<file path="src/sv/u2a_pkg.sv">
`timescale 1ns / 1ps

package u2a_pkg;

    // Number of input bits that take part in the conversion.
    localparam int VALUE_WIDTH = 64;
    // Digit positions held in the digit register.
    localparam int MAX_DIGITS  = 20;

    localparam int DIG_W     = 4 * MAX_DIGITS;
    localparam int BIT_CNT_W = $clog2(VALUE_WIDTH);
    localparam int DIG_CNT_W = $clog2(MAX_DIGITS + 1);

    localparam logic [6:0] CHAR_ZERO = 7'd48;
    localparam logic [6:0] CHAR_A    = 7'd65;
    localparam logic [3:0] DEC_BASE  = 4'd10;
    // A BCD digit at or above this value is corrected before it doubles.
    localparam logic [3:0] DABBLE_MIN = 4'd5;
    localparam logic [3:0] DABBLE_ADD = 4'd3;

    typedef enum logic [1:0] {
        ST_IDLE,
        ST_CONV,
        ST_SKIP,
        ST_EMIT
    } t_state;

    // Commands from the controller to the datapath.
    typedef struct packed {
        logic load;
        logic conv;
        logic skip;
        logic emit;
    } t_dp_cmd;

    // Status from the datapath to the controller.
    typedef struct packed {
        logic bits_done;
        logic top_zero;
        logic cnt_one;
        logic overflow;
    } t_dp_sts;

    function automatic logic [6:0] digit_to_ascii(input logic [3:0] d);
        logic [6:0] c;
        if (d >= DEC_BASE) begin
            c = CHAR_A + {3'd0, d - DEC_BASE};
        end else begin
            c = CHAR_ZERO + {3'd0, d};
        end
        return c;
    endfunction

endpackage

</file>
<file path="src/sv/unsigned_to_ascii_digits_core.sv">
`timescale 1ns / 1ps

// Channel | Direction | Handshake                | Payload
// --------+-----------+--------------------------+---------------------------
// input   | in        | i_in_valid / o_in_stall   | i_value[63:0], i_hex_mode
// output  | out       | o_out_valid / i_out_stall | o_digit_char[6:0], o_last
//
// An accepted value goes through bit-serial double dabble over all VALUE_WIDTH bits
// (64; plain shifting in hex mode), then a leading-zero skip, then one digit per transfer.
// A new value is taken only after the last digit of the run has been transferred,
// so output stalls also hold back the next input transfer.
// Reset (synchronous, active low) returns the controller to idle; no clearing pass.
// Output stalls hold the current digit; the input stays stalled until the run ends.

module unsigned_to_ascii_digits_core
    import u2a_pkg::*;
(
    input  logic        i_clk,
    input  logic        i_rst_n,
    input  logic        i_in_valid,
    output logic        o_in_stall,
    input  logic [63:0] i_value,
    input  logic        i_hex_mode,
    output logic        o_out_valid,
    input  logic        i_out_stall,
    output logic [6:0]  o_digit_char,
    output logic        o_last
);

    // Commands and status between the sequencing controller and the datapath.
    t_dp_cmd cmd;
    t_dp_sts sts;

    // The controller walks through idle, conversion, leading-zero skip and
    // emit; it only issues commands and never touches the digits itself.
    u2a_ctrl u_ctrl (
        .i_clk       (i_clk),
        .i_rst_n     (i_rst_n),
        .i_in_valid  (i_in_valid),
        .i_out_stall (i_out_stall),
        .i_sts       (sts),
        .o_cmd       (cmd),
        .o_in_stall  (o_in_stall),
        .o_out_valid (o_out_valid)
    );

    // The datapath holds the value shifter, the digit register, and the bit
    // and digit counters. The top digit of the digit register drives the
    // output directly, so a stalled transfer keeps its payload.
    u2a_dpath u_dpath (
        .i_clk        (i_clk),
        .i_rst_n      (i_rst_n),
        .i_cmd        (cmd),
        .i_value      (i_value),
        .i_hex_mode   (i_hex_mode),
        .o_sts        (sts),
        .o_digit_char (o_digit_char),
        .o_last       (o_last)
    );

endmodule

</file>
<file path="src/sv/u2a_dpath.sv">
`timescale 1ns / 1ps

module u2a_dpath
    import u2a_pkg::*;
(
    input  logic          i_clk,
    input  logic          i_rst_n,
    input  t_dp_cmd       i_cmd,
    input  logic [63:0]   i_value,
    input  logic          i_hex_mode,
    output t_dp_sts       o_sts,
    output logic [6:0]    o_digit_char,
    output logic          o_last
);

    logic [VALUE_WIDTH-1:0] r_value, n_value;
    logic                   r_hex, n_hex;
    logic [DIG_W-1:0]       r_digits, n_digits;
    logic [BIT_CNT_W-1:0]   r_bit_cnt, n_bit_cnt;
    logic [DIG_CNT_W-1:0]   r_dig_cnt, n_dig_cnt;
    logic                   r_ovf, n_ovf;
    logic [DIG_W-1:0]       corrected;

    // Add-3 correction on every BCD digit at or above DABBLE_MIN; hex mode shifts the bits unchanged.
    always_comb begin
        for (int i = 0; i < MAX_DIGITS; i++) begin
            if (!r_hex && (r_digits[4*i +: 4] >= DABBLE_MIN)) begin
                corrected[4*i +: 4] = r_digits[4*i +: 4] + DABBLE_ADD;
            end else begin
                corrected[4*i +: 4] = r_digits[4*i +: 4];
            end
        end
    end

    always_comb begin
        n_value   = r_value;
        n_hex     = r_hex;
        n_digits  = r_digits;
        n_bit_cnt = r_bit_cnt;
        n_dig_cnt = r_dig_cnt;
        n_ovf     = r_ovf;
        if (i_cmd.load) begin
            n_value   = i_value[VALUE_WIDTH-1:0];
            n_hex     = i_hex_mode;
            n_digits  = '0;
            n_bit_cnt = BIT_CNT_W'(VALUE_WIDTH - 1);
            n_dig_cnt = DIG_CNT_W'(MAX_DIGITS);
            n_ovf     = 1'b0;
        end else if (i_cmd.conv) begin
            n_digits  = {corrected[DIG_W-2:0], r_value[VALUE_WIDTH-1]};
            n_ovf     = r_ovf | corrected[DIG_W-1];
            n_value   = {r_value[VALUE_WIDTH-2:0], 1'b0};
            n_bit_cnt = r_bit_cnt - 1'b1;
        end else if (i_cmd.skip || i_cmd.emit) begin
            n_digits  = {r_digits[DIG_W-5:0], 4'd0};
            n_dig_cnt = r_dig_cnt - 1'b1;
        end
    end

    always_ff @(posedge i_clk) begin
        if (!i_rst_n) begin
            r_bit_cnt <= '0;
            r_dig_cnt <= '0;
            r_ovf     <= 1'b0;
        end else begin
            r_bit_cnt <= n_bit_cnt;
            r_dig_cnt <= n_dig_cnt;
            r_ovf     <= n_ovf;
        end
    end

    always_ff @(posedge i_clk) begin
        r_value  <= n_value;
        r_hex    <= n_hex;
        r_digits <= n_digits;
    end

    assign o_sts.bits_done = (r_bit_cnt == '0);
    assign o_sts.top_zero  = (r_digits[DIG_W-1 -: 4] == 4'd0);
    assign o_sts.cnt_one   = (r_dig_cnt == DIG_CNT_W'(1));
    assign o_sts.overflow  = r_ovf;

    assign o_digit_char = digit_to_ascii(r_digits[DIG_W-1 -: 4]);
    assign o_last       = o_sts.cnt_one;

endmodule

</file>
<file path="src/sv/u2a_ctrl.sv">
`timescale 1ns / 1ps

module u2a_ctrl
    import u2a_pkg::*;
(
    input  logic     i_clk,
    input  logic     i_rst_n,
    input  logic     i_in_valid,
    input  logic     i_out_stall,
    input  t_dp_sts  i_sts,
    output t_dp_cmd  o_cmd,
    output logic     o_in_stall,
    output logic     o_out_valid
);

    t_state r_state, n_state;

    always_ff @(posedge i_clk) begin
        if (!i_rst_n) begin
            r_state <= ST_IDLE;
        end else begin
            r_state <= n_state;
        end
    end

    always_comb begin
        n_state     = r_state;
        o_cmd       = '0;
        o_in_stall  = 1'b1;
        o_out_valid = 1'b0;
        unique case (r_state)
            ST_IDLE: begin
                o_in_stall = 1'b0;
                if (i_in_valid) begin
                    o_cmd.load = 1'b1;
                    n_state    = ST_CONV;
                end
            end
            ST_CONV: begin
                o_cmd.conv = 1'b1;
                if (i_sts.bits_done) begin
                    n_state = ST_SKIP;
                end
            end
            ST_SKIP: begin
                // Leading zeros are dropped, never the last digit, unless the value overflowed the digits.
                if (!i_sts.overflow && i_sts.top_zero && !i_sts.cnt_one) begin
                    o_cmd.skip = 1'b1;
                end else begin
                    n_state = ST_EMIT;
                end
            end
            ST_EMIT: begin
                o_out_valid = 1'b1;
                if (!i_out_stall) begin
                    o_cmd.emit = 1'b1;
                    if (i_sts.cnt_one) begin
                        n_state = ST_IDLE;
                    end
                end
            end
            default: begin
                n_state = ST_IDLE;
            end
        endcase
    end

    a_load_starts_conv: assert property (@(posedge i_clk) disable iff (!i_rst_n)
        (i_in_valid && !o_in_stall) |=> (r_state == ST_CONV))
        else $error("accepted input did not start a conversion");

    a_last_ends_run: assert property (@(posedge i_clk) disable iff (!i_rst_n)
        (o_out_valid && !i_out_stall && i_sts.cnt_one) |=> (r_state == ST_IDLE))
        else $error("run did not end after its last digit");

    a_no_skip_on_ovf: assert property (@(posedge i_clk) disable iff (!i_rst_n)
        o_cmd.skip |-> (!i_sts.overflow && i_sts.top_zero))
        else $error("digit dropped that should have been emitted");

    a_emit_holds: assert property (@(posedge i_clk) disable iff (!i_rst_n)
        (o_out_valid && i_out_stall) |=> (o_out_valid && $stable(i_sts.cnt_one)))
        else $error("stalled digit changed");

endmodule
</file>
<file path="config.mk">
export PLATFORM = sky130hd
export DESIGN_NAME = unsigned_to_ascii_digits_core
export DESIGN_NICKNAME = d
export VERILOG_FILES = /design/src/sv/u2a_pkg.sv /design/src/sv/unsigned_to_ascii_digits_core.sv /design/src/sv/u2a_dpath.sv /design/src/sv/u2a_ctrl.sv
export SDC_FILE = /design/constraint.sdc
export NUM_CORES = 1
export LEC_CHECK = 0
export BUFFER_PORTS_ARGS = -buffer_cell sky130_fd_sc_hd__buf_4
export CELL_PAD_IN_SITES_DETAIL_PLACEMENT = 0
export CELL_PAD_IN_SITES_GLOBAL_PLACEMENT = 1
export CORE_ASPECT_RATIO = 0.9
export CORE_MARGIN = 10
export CORE_UTILIZATION = 45
export CTS_CLUSTER_DIAMETER = 150
export DETAILED_ROUTE_END_ITERATION = 16
export PLACE_DENSITY_LB_ADDON = 0.1
export SYNTH_ARGS = -nofsm -noshare
export SYNTH_HDL_FRONTEND = slang
export SYNTH_SLANG_ARGS = --single-unit
</file>
<file path="constraint.sdc">
create_clock -name i_clk -period 4.45 [get_ports i_clk]
set_input_delay 0.89 -clock i_clk [delete_from_list [all_inputs] [get_ports i_clk]]
set_output_delay 0.89 -clock i_clk [all_outputs]
set_load 0.05 [all_outputs]
</file>
# Word level (Yosys, flattened, before mapping)
# Index checks and enable logic that the tools add are counted.
# totals
regBits	159
input_bits	69
output_inout_bits	10
elab_cells	148
# classes
add_sub_neg	25
order_cmp	21
n_eq_ne	10
muxes	45
bitwise	3
reduce_logical	36
# ops
op	n
80-bit 2-to-1 mux	2
64-bit 2-to-1 mux	2
4-bit by 2-bit adder with 4-bit output (second input constant)	20
4-bit by 3-bit greater-or-equal comparator with 1-bit output (second input constant)	20
4-bit 2-to-1 mux	20
1-bit logical AND	22
5-bit 2-to-1 mux	3
6-bit 2-to-1 mux	2
2-bit 2-to-1 mux	5
2-bit inequality test (second input constant)	5
1-bit 2-to-1 mux	9
2-bit one-hot mux with 4 select lines	1
6-bit by 4-bit adder with 7-bit output (first input constant)	1
7-bit by 4-bit adder with 7-bit output (first input constant)	1
7-bit 2-to-1 mux	1
6-bit zero test	1
2-bit nonzero test	3
6-bit by 1-bit subtractor with 6-bit output (second input constant)	1
5-bit by 1-bit equality test with 1-bit output (second input constant)	1
5-bit AND reduction	1
5-bit by 1-bit subtractor with 5-bit output (second input constant)	1
2-bit equality test (second input constant)	2
4-bit greater-or-equal comparator (second input constant)	1
4-bit zero test	1
other kinds (10)	14

# Longest topological paths before layout
# depth
word_depth	9
mapped_depth	10

# Modules after synthesis
# A second synthesis with hierarchy kept.
# unflattened
cells_unflattened	925
area_unflattened_um2	9459.1
# modules_own_cells
mod	instances	cells_each	area_each_um2	seq_area_each_um2
u2a_dpath	1	902	9231.4	3793.6
u2a_ctrl	1	23	227.7	40.0

# Worst setup path after synthesis
# OpenSTA, ideal clock, no wires.
# synth_path
path_type	register to output
start	register u_dpath.r_digits[76]
end	output port o_digit_char[4]
t_arrival_ps	2292
required_ps	3560
slack_ps	1268
path_stages_with_launch	6
path_buffers	0
path_cell_list	dfxtp_1 > inv_1 > ha_1 > nor3_1 > nor2_1 > o21ai_0
# synth_via
elab_chain_cells	3
# synth_rtl
element	line_no	source
start, declared	u2a_dpath.sv:18	logic [DIG_W-1:0] r_digits, n_digits;
start signal, assigned	u2a_dpath.sv:75	r_digits <= n_digits;
4-bit subtractor	u2a_pkg.sv:47	c = CHAR_A + {3'd0, d - DEC_BASE};
7-bit by 4-bit adder with 7-bit output	u2a_pkg.sv:47	
7-bit 2-to-1 mux *	u2a_pkg.sv:46	if (d >= DEC_BASE) begin
end, declared	unsigned_to_ascii_digits_core.sv:26	output logic [6:0] o_digit_char,
# Every way passes the cells marked *; elsewhere a longest branch is shown, timed or not.

# Worst setup path after layout
# layout_path
start	register u_dpath.r_digits[78]
end	output port o_digit_char[2]
# The elaborated chain is that of the path after synthesis.

==> impl_metrics.py <==
metrics = {
    "run_status": {
        "status": "completed",
    },
    "final_layout": {
        "multi_input_comb_area_um2": 4610,
        "fillCellCount": 1837,
        "area_delta_synth_final_pct": 14.2,
        "diodes": 0,
        "drive_above_1_share_pct": 12.2,
        "seq_area_um2": 3830,
        "nets": 1207,
        "fin_area_um2": 10300,
    },
    "clock_network": {
        "clk_latency_ps": 420,
        "cts_tree": "yes",
        "cts_resized": 0,
        "postCtsHoldBufs": 0,
        "numCtsBuffers": 17,
        "cts.sinks": 159,
        "clk_pin_slew_ps": 60,
        "cts_root_buf": "clkbuf_16",
        "post_cts_buffers": 0,
        "htree_levels": 4,
        "cts_buffer_depth": 2,
    },
    "pwr": {
        "power.density_nw_per_um2": 673,
        "ir_drop_uv": 294,
        "pwr-share-comb_pct": 40.6,
        "p_leak_uw": 0.00408,
        "p_seq_share_pct": 38.4,
        "p_sw_uw": 2920,
        "swShare_pct": 42.3,
        "clock_power_share_pct": 21.0,
        "internal_power_uw": 3980,
    },
    "route": {
        "dr.pass1.iters": 6,
        "avgRoutedWirePerCell_um": 15.8,
        "ant_nets": 0,
        "num_vias": 7385,
        "drc": 0,
        "routed_wl_um": 21200,
        "viasPerCell": 5.49,
        "drt_iter0_markers": 780,
    },
    "yosys": {
        "ys_types": 48,
        "ys_seq_area_share_pct": 42.7,
        "synthCells": 1040,
        "synth_mux_area_share_pct": 2.70,
        "netlist_top_cells_area": "edfxtp_1, dfxtp_1, nand2_1, ha_1, a222oi_1",
        "synth_xor_area_share_pct": 2.83,
        "syn_area_per_cell_um2": 8.64,
        "yosysTopAreaCellShare_pct": 21.7,
        "synth-adder-area-share_pct": 7.80,
        "yosys.area_share.simple_pct": 20.5,
        "synth_compound_area_share_pct": 17.2,
        "synth_nets": 1165,
        "ys_ff_latch": 159,
        "synth_top_family_by_area": "simple AND/OR/NAND/NOR gates",
        "synth_warnings": 0,
        "syn_area_um2": 8990,
        "synth_area_leader_cell": "edfxtp_1",
    },
    "grt": {
        "grt_pass1_wl_um": 36000,
        "grt_pass1_vias": 7092,
        "grt.total_usage_pct": 16.2,
        "overflow": 0,
        "grt_start_max_net_pins": 81,
        "grt_antenna_before_repair": 0,
    },
    "sta": {
        "worst_pin_slew_ps": 1040,
        "timing.slew.headroom_pct": 30.7,
        "finalClockSkew_ps": 10.7,
        "setup_tns_ps": 0,
        "fin_crit_sh_pct": 65.1,
        "fmaxAchievable_mhz": 345,
        "fin_ws_ps": 1550,
        "timing.final.crit_period_ps": 2900,
        "final_max_slew_viol_count": 0,
        "final-setup-viol-count": 0,
        "hold_violations": 0,
        "rsz0062_at_grt": "false",
    },
    "worst_setup_path": {
        "cpPeakStageDelay_ps": 460,
        "startpoint_type": "flop",
        "cp_cell_sequence": "inv_1, ha_1, xnor2_1, nand3_1, o21ai_0, buf_4",
        "cp_max_fo": 8,
        "crit_buf_inv": 2,
        "worstSetupPathType": "reg2out",
        "critical-path-top-delay-family": "flip-flops",
        "crit_required_ps": 3560,
        "cp_slowest_cell": "dfxtp_1",
        "crit_arrival_ps": 2010,
        "crit_path_end_kind": "output port",
    },
    "placed_design": {
        "finalWeightedCongestion": 0.799,
        "place_ws_ps": 1510,
        "place_area_um2": 9690,
        "place_hpwl_um": 13300,
        "port_buffers": 78,
    },
    "min_path": {
        "hp-class": "reg2reg",
    },
    "floorplanning": {
        "die_h_um": 154,
        "fp.coreArea_um2": 19400,
        "initial_core_util_pct": 46.3,
        "rows": 48,
        "fp.dieW_um": 169,
        "die_area_um2": 26000,
        "ioPinCount": 79,
    },
    "flow_run": {
        "max_cap_viol_count": 0,
    },
}
## power by group through the flow
| stage | clock network [µW] | registers (µW) | logic, µW |
|---|---|---|---|
| 2_1_floorplan | 0 | 2560 | 2230 |
| 3_3_place_gp | 0 | 2670 | 2820 |
| 3_5_place_dp | 0 | 2670 | 2840 |
| 4_1_cts | 1480 | 2650 | 2850 |
| 5_1_grt | 1550 | 2740 | 3220 |
| 6_report | 1450 | 2650 | 2810 |
## stage by stage
step	std cells	util (%)	power (µW)	hold slack [ps]
6_report	1345	52.9	6910	459
2_1_floorplan	1040	-	4790	421
5_1_grt	1345	52.9	7500	509
3_5_place_dp	1313	50.0	5510	452
4_1_cts	1345	52.9	6980	462
3_3_place_gp	1313	50.0	5490	438
## flip-flops by register name, indices dropped and copies added, names as in the netlist
| signal | flops |
|---|---|
| u_ctrl.r_state | 2 |
| u_dpath.r_value | 64 |
| u_dpath.r_digits | 80 |
| u_dpath.r_dig_cnt | 5 |
| u_dpath.r_hex | 1 |
| u_dpath.r_ovf | 1 |
| u_dpath.r_bit_cnt | 6 |
## cell usage after synthesis (all sizes together)
library cell / count
o2bb2ai: 1
a21o: 2
a21oi: 50
or4: 14
nor2: 46
inv: 75
o2111ai: 1
o21a: 2
xnor2: 25
a22o: 17
nor2b: 18
buf: 18
nor4: 4
and4bb: 1
a211oi: 3
or4b: 7
a41o: 1
o32ai: 1
o21ai: 51
nand2: 246
nand4: 2
a31o: 1
and3: 2
or3: 2
xor2: 4
nor3: 5
nor3b: 1
clkbuf: 44
edfxtp: 65
a22oi: 19
o211ai: 35
mux2: 2
a222oi: 32
mux2i: 22
nand3: 38
nand2b: 20
a31oi: 4
a221oi: 5
dfxtp: 94
nand3b: 4
ha: 56
## metal layers
| metal | up-vias | global-route usage, % | wire (µm) |
|---|---|---|---|
| li1 | 3744 | - | - |
| met1 | 3530 | 23.5 | 10800 |
| met2 | 105 | 24.4 | 9560 |
| met3 | 6 | 3.44 | 716 |
| met4 | 0 | 2.69 | 95 |
| met5 | - | 0 | 0 |
## tightest hold or removal path, delay by kind of cell (launching register included)
| family | cells | cell delay [ps] |
|---|---|---|
| buf+inv | 1 | 50 |
| compound gates | 1 | 50 |
| flops | 1 | 310 |
## cells by family (layout without fill, tap and decap cells)
family          count (synthesis)  in the layout
compound gates                225            225
xor+xnor                       29             29
fa+ha+maj                      56             56
buf+inv                       137            192
flops                         159            159
mux                            24             24
simple gates                  410            410
## path summary, 6_finish.rpt
path,startpoint,end,slack [ps],cells after the start
worst min register to register,u_dpath.r_ovf$_SDFFE_PP0N_,u_dpath.r_ovf$_SDFFE_PP0N_,460,2
worst min-delay path,u_dpath.r_ovf$_SDFFE_PP0N_,u_dpath.r_ovf$_SDFFE_PP0N_,460,2
worst max register to register,u_dpath.r_dig_cnt[1]$_SDFFE_PP0P_,u_dpath.r_digits[34]$_SDFFE_PP0P_,1590,8
worst max-delay path,u_dpath.r_digits[78]$_SDFFE_PP0P_,o_digit_char[2],1550,6
## layout by cell type, fill, tap and decap left out, types with 6 or more instances in the layout
master	count
a21oi_1	50
a222oi_1	32
a22o_1	17
a22oi_1	19
buf_4	84
clkbuf_16	17
dfxtp_1	94
edfxtp_1	65
ha_1	55
inv_1	74
inv_6	6
mux2i_1	22
nand2_1	244
nand2b_1	20
nand3_1	37
nor2_1	46
nor2b_1	18
o211ai_1	35
o21ai_0	50
or4_1	14
or4b_2	6
xnor2_1	25
## cell type report
class	count	share of cell area, %
clock inverters	15	1.46
repair buffers	85	6.34
inverters	75	2.77
well taps	250	3.05
flip-flops and latches	159	37.3
multi-input cells	744	44.9
clock buffers	17	4.14
No activity file was read; power rests on OpenSTA's default activity.
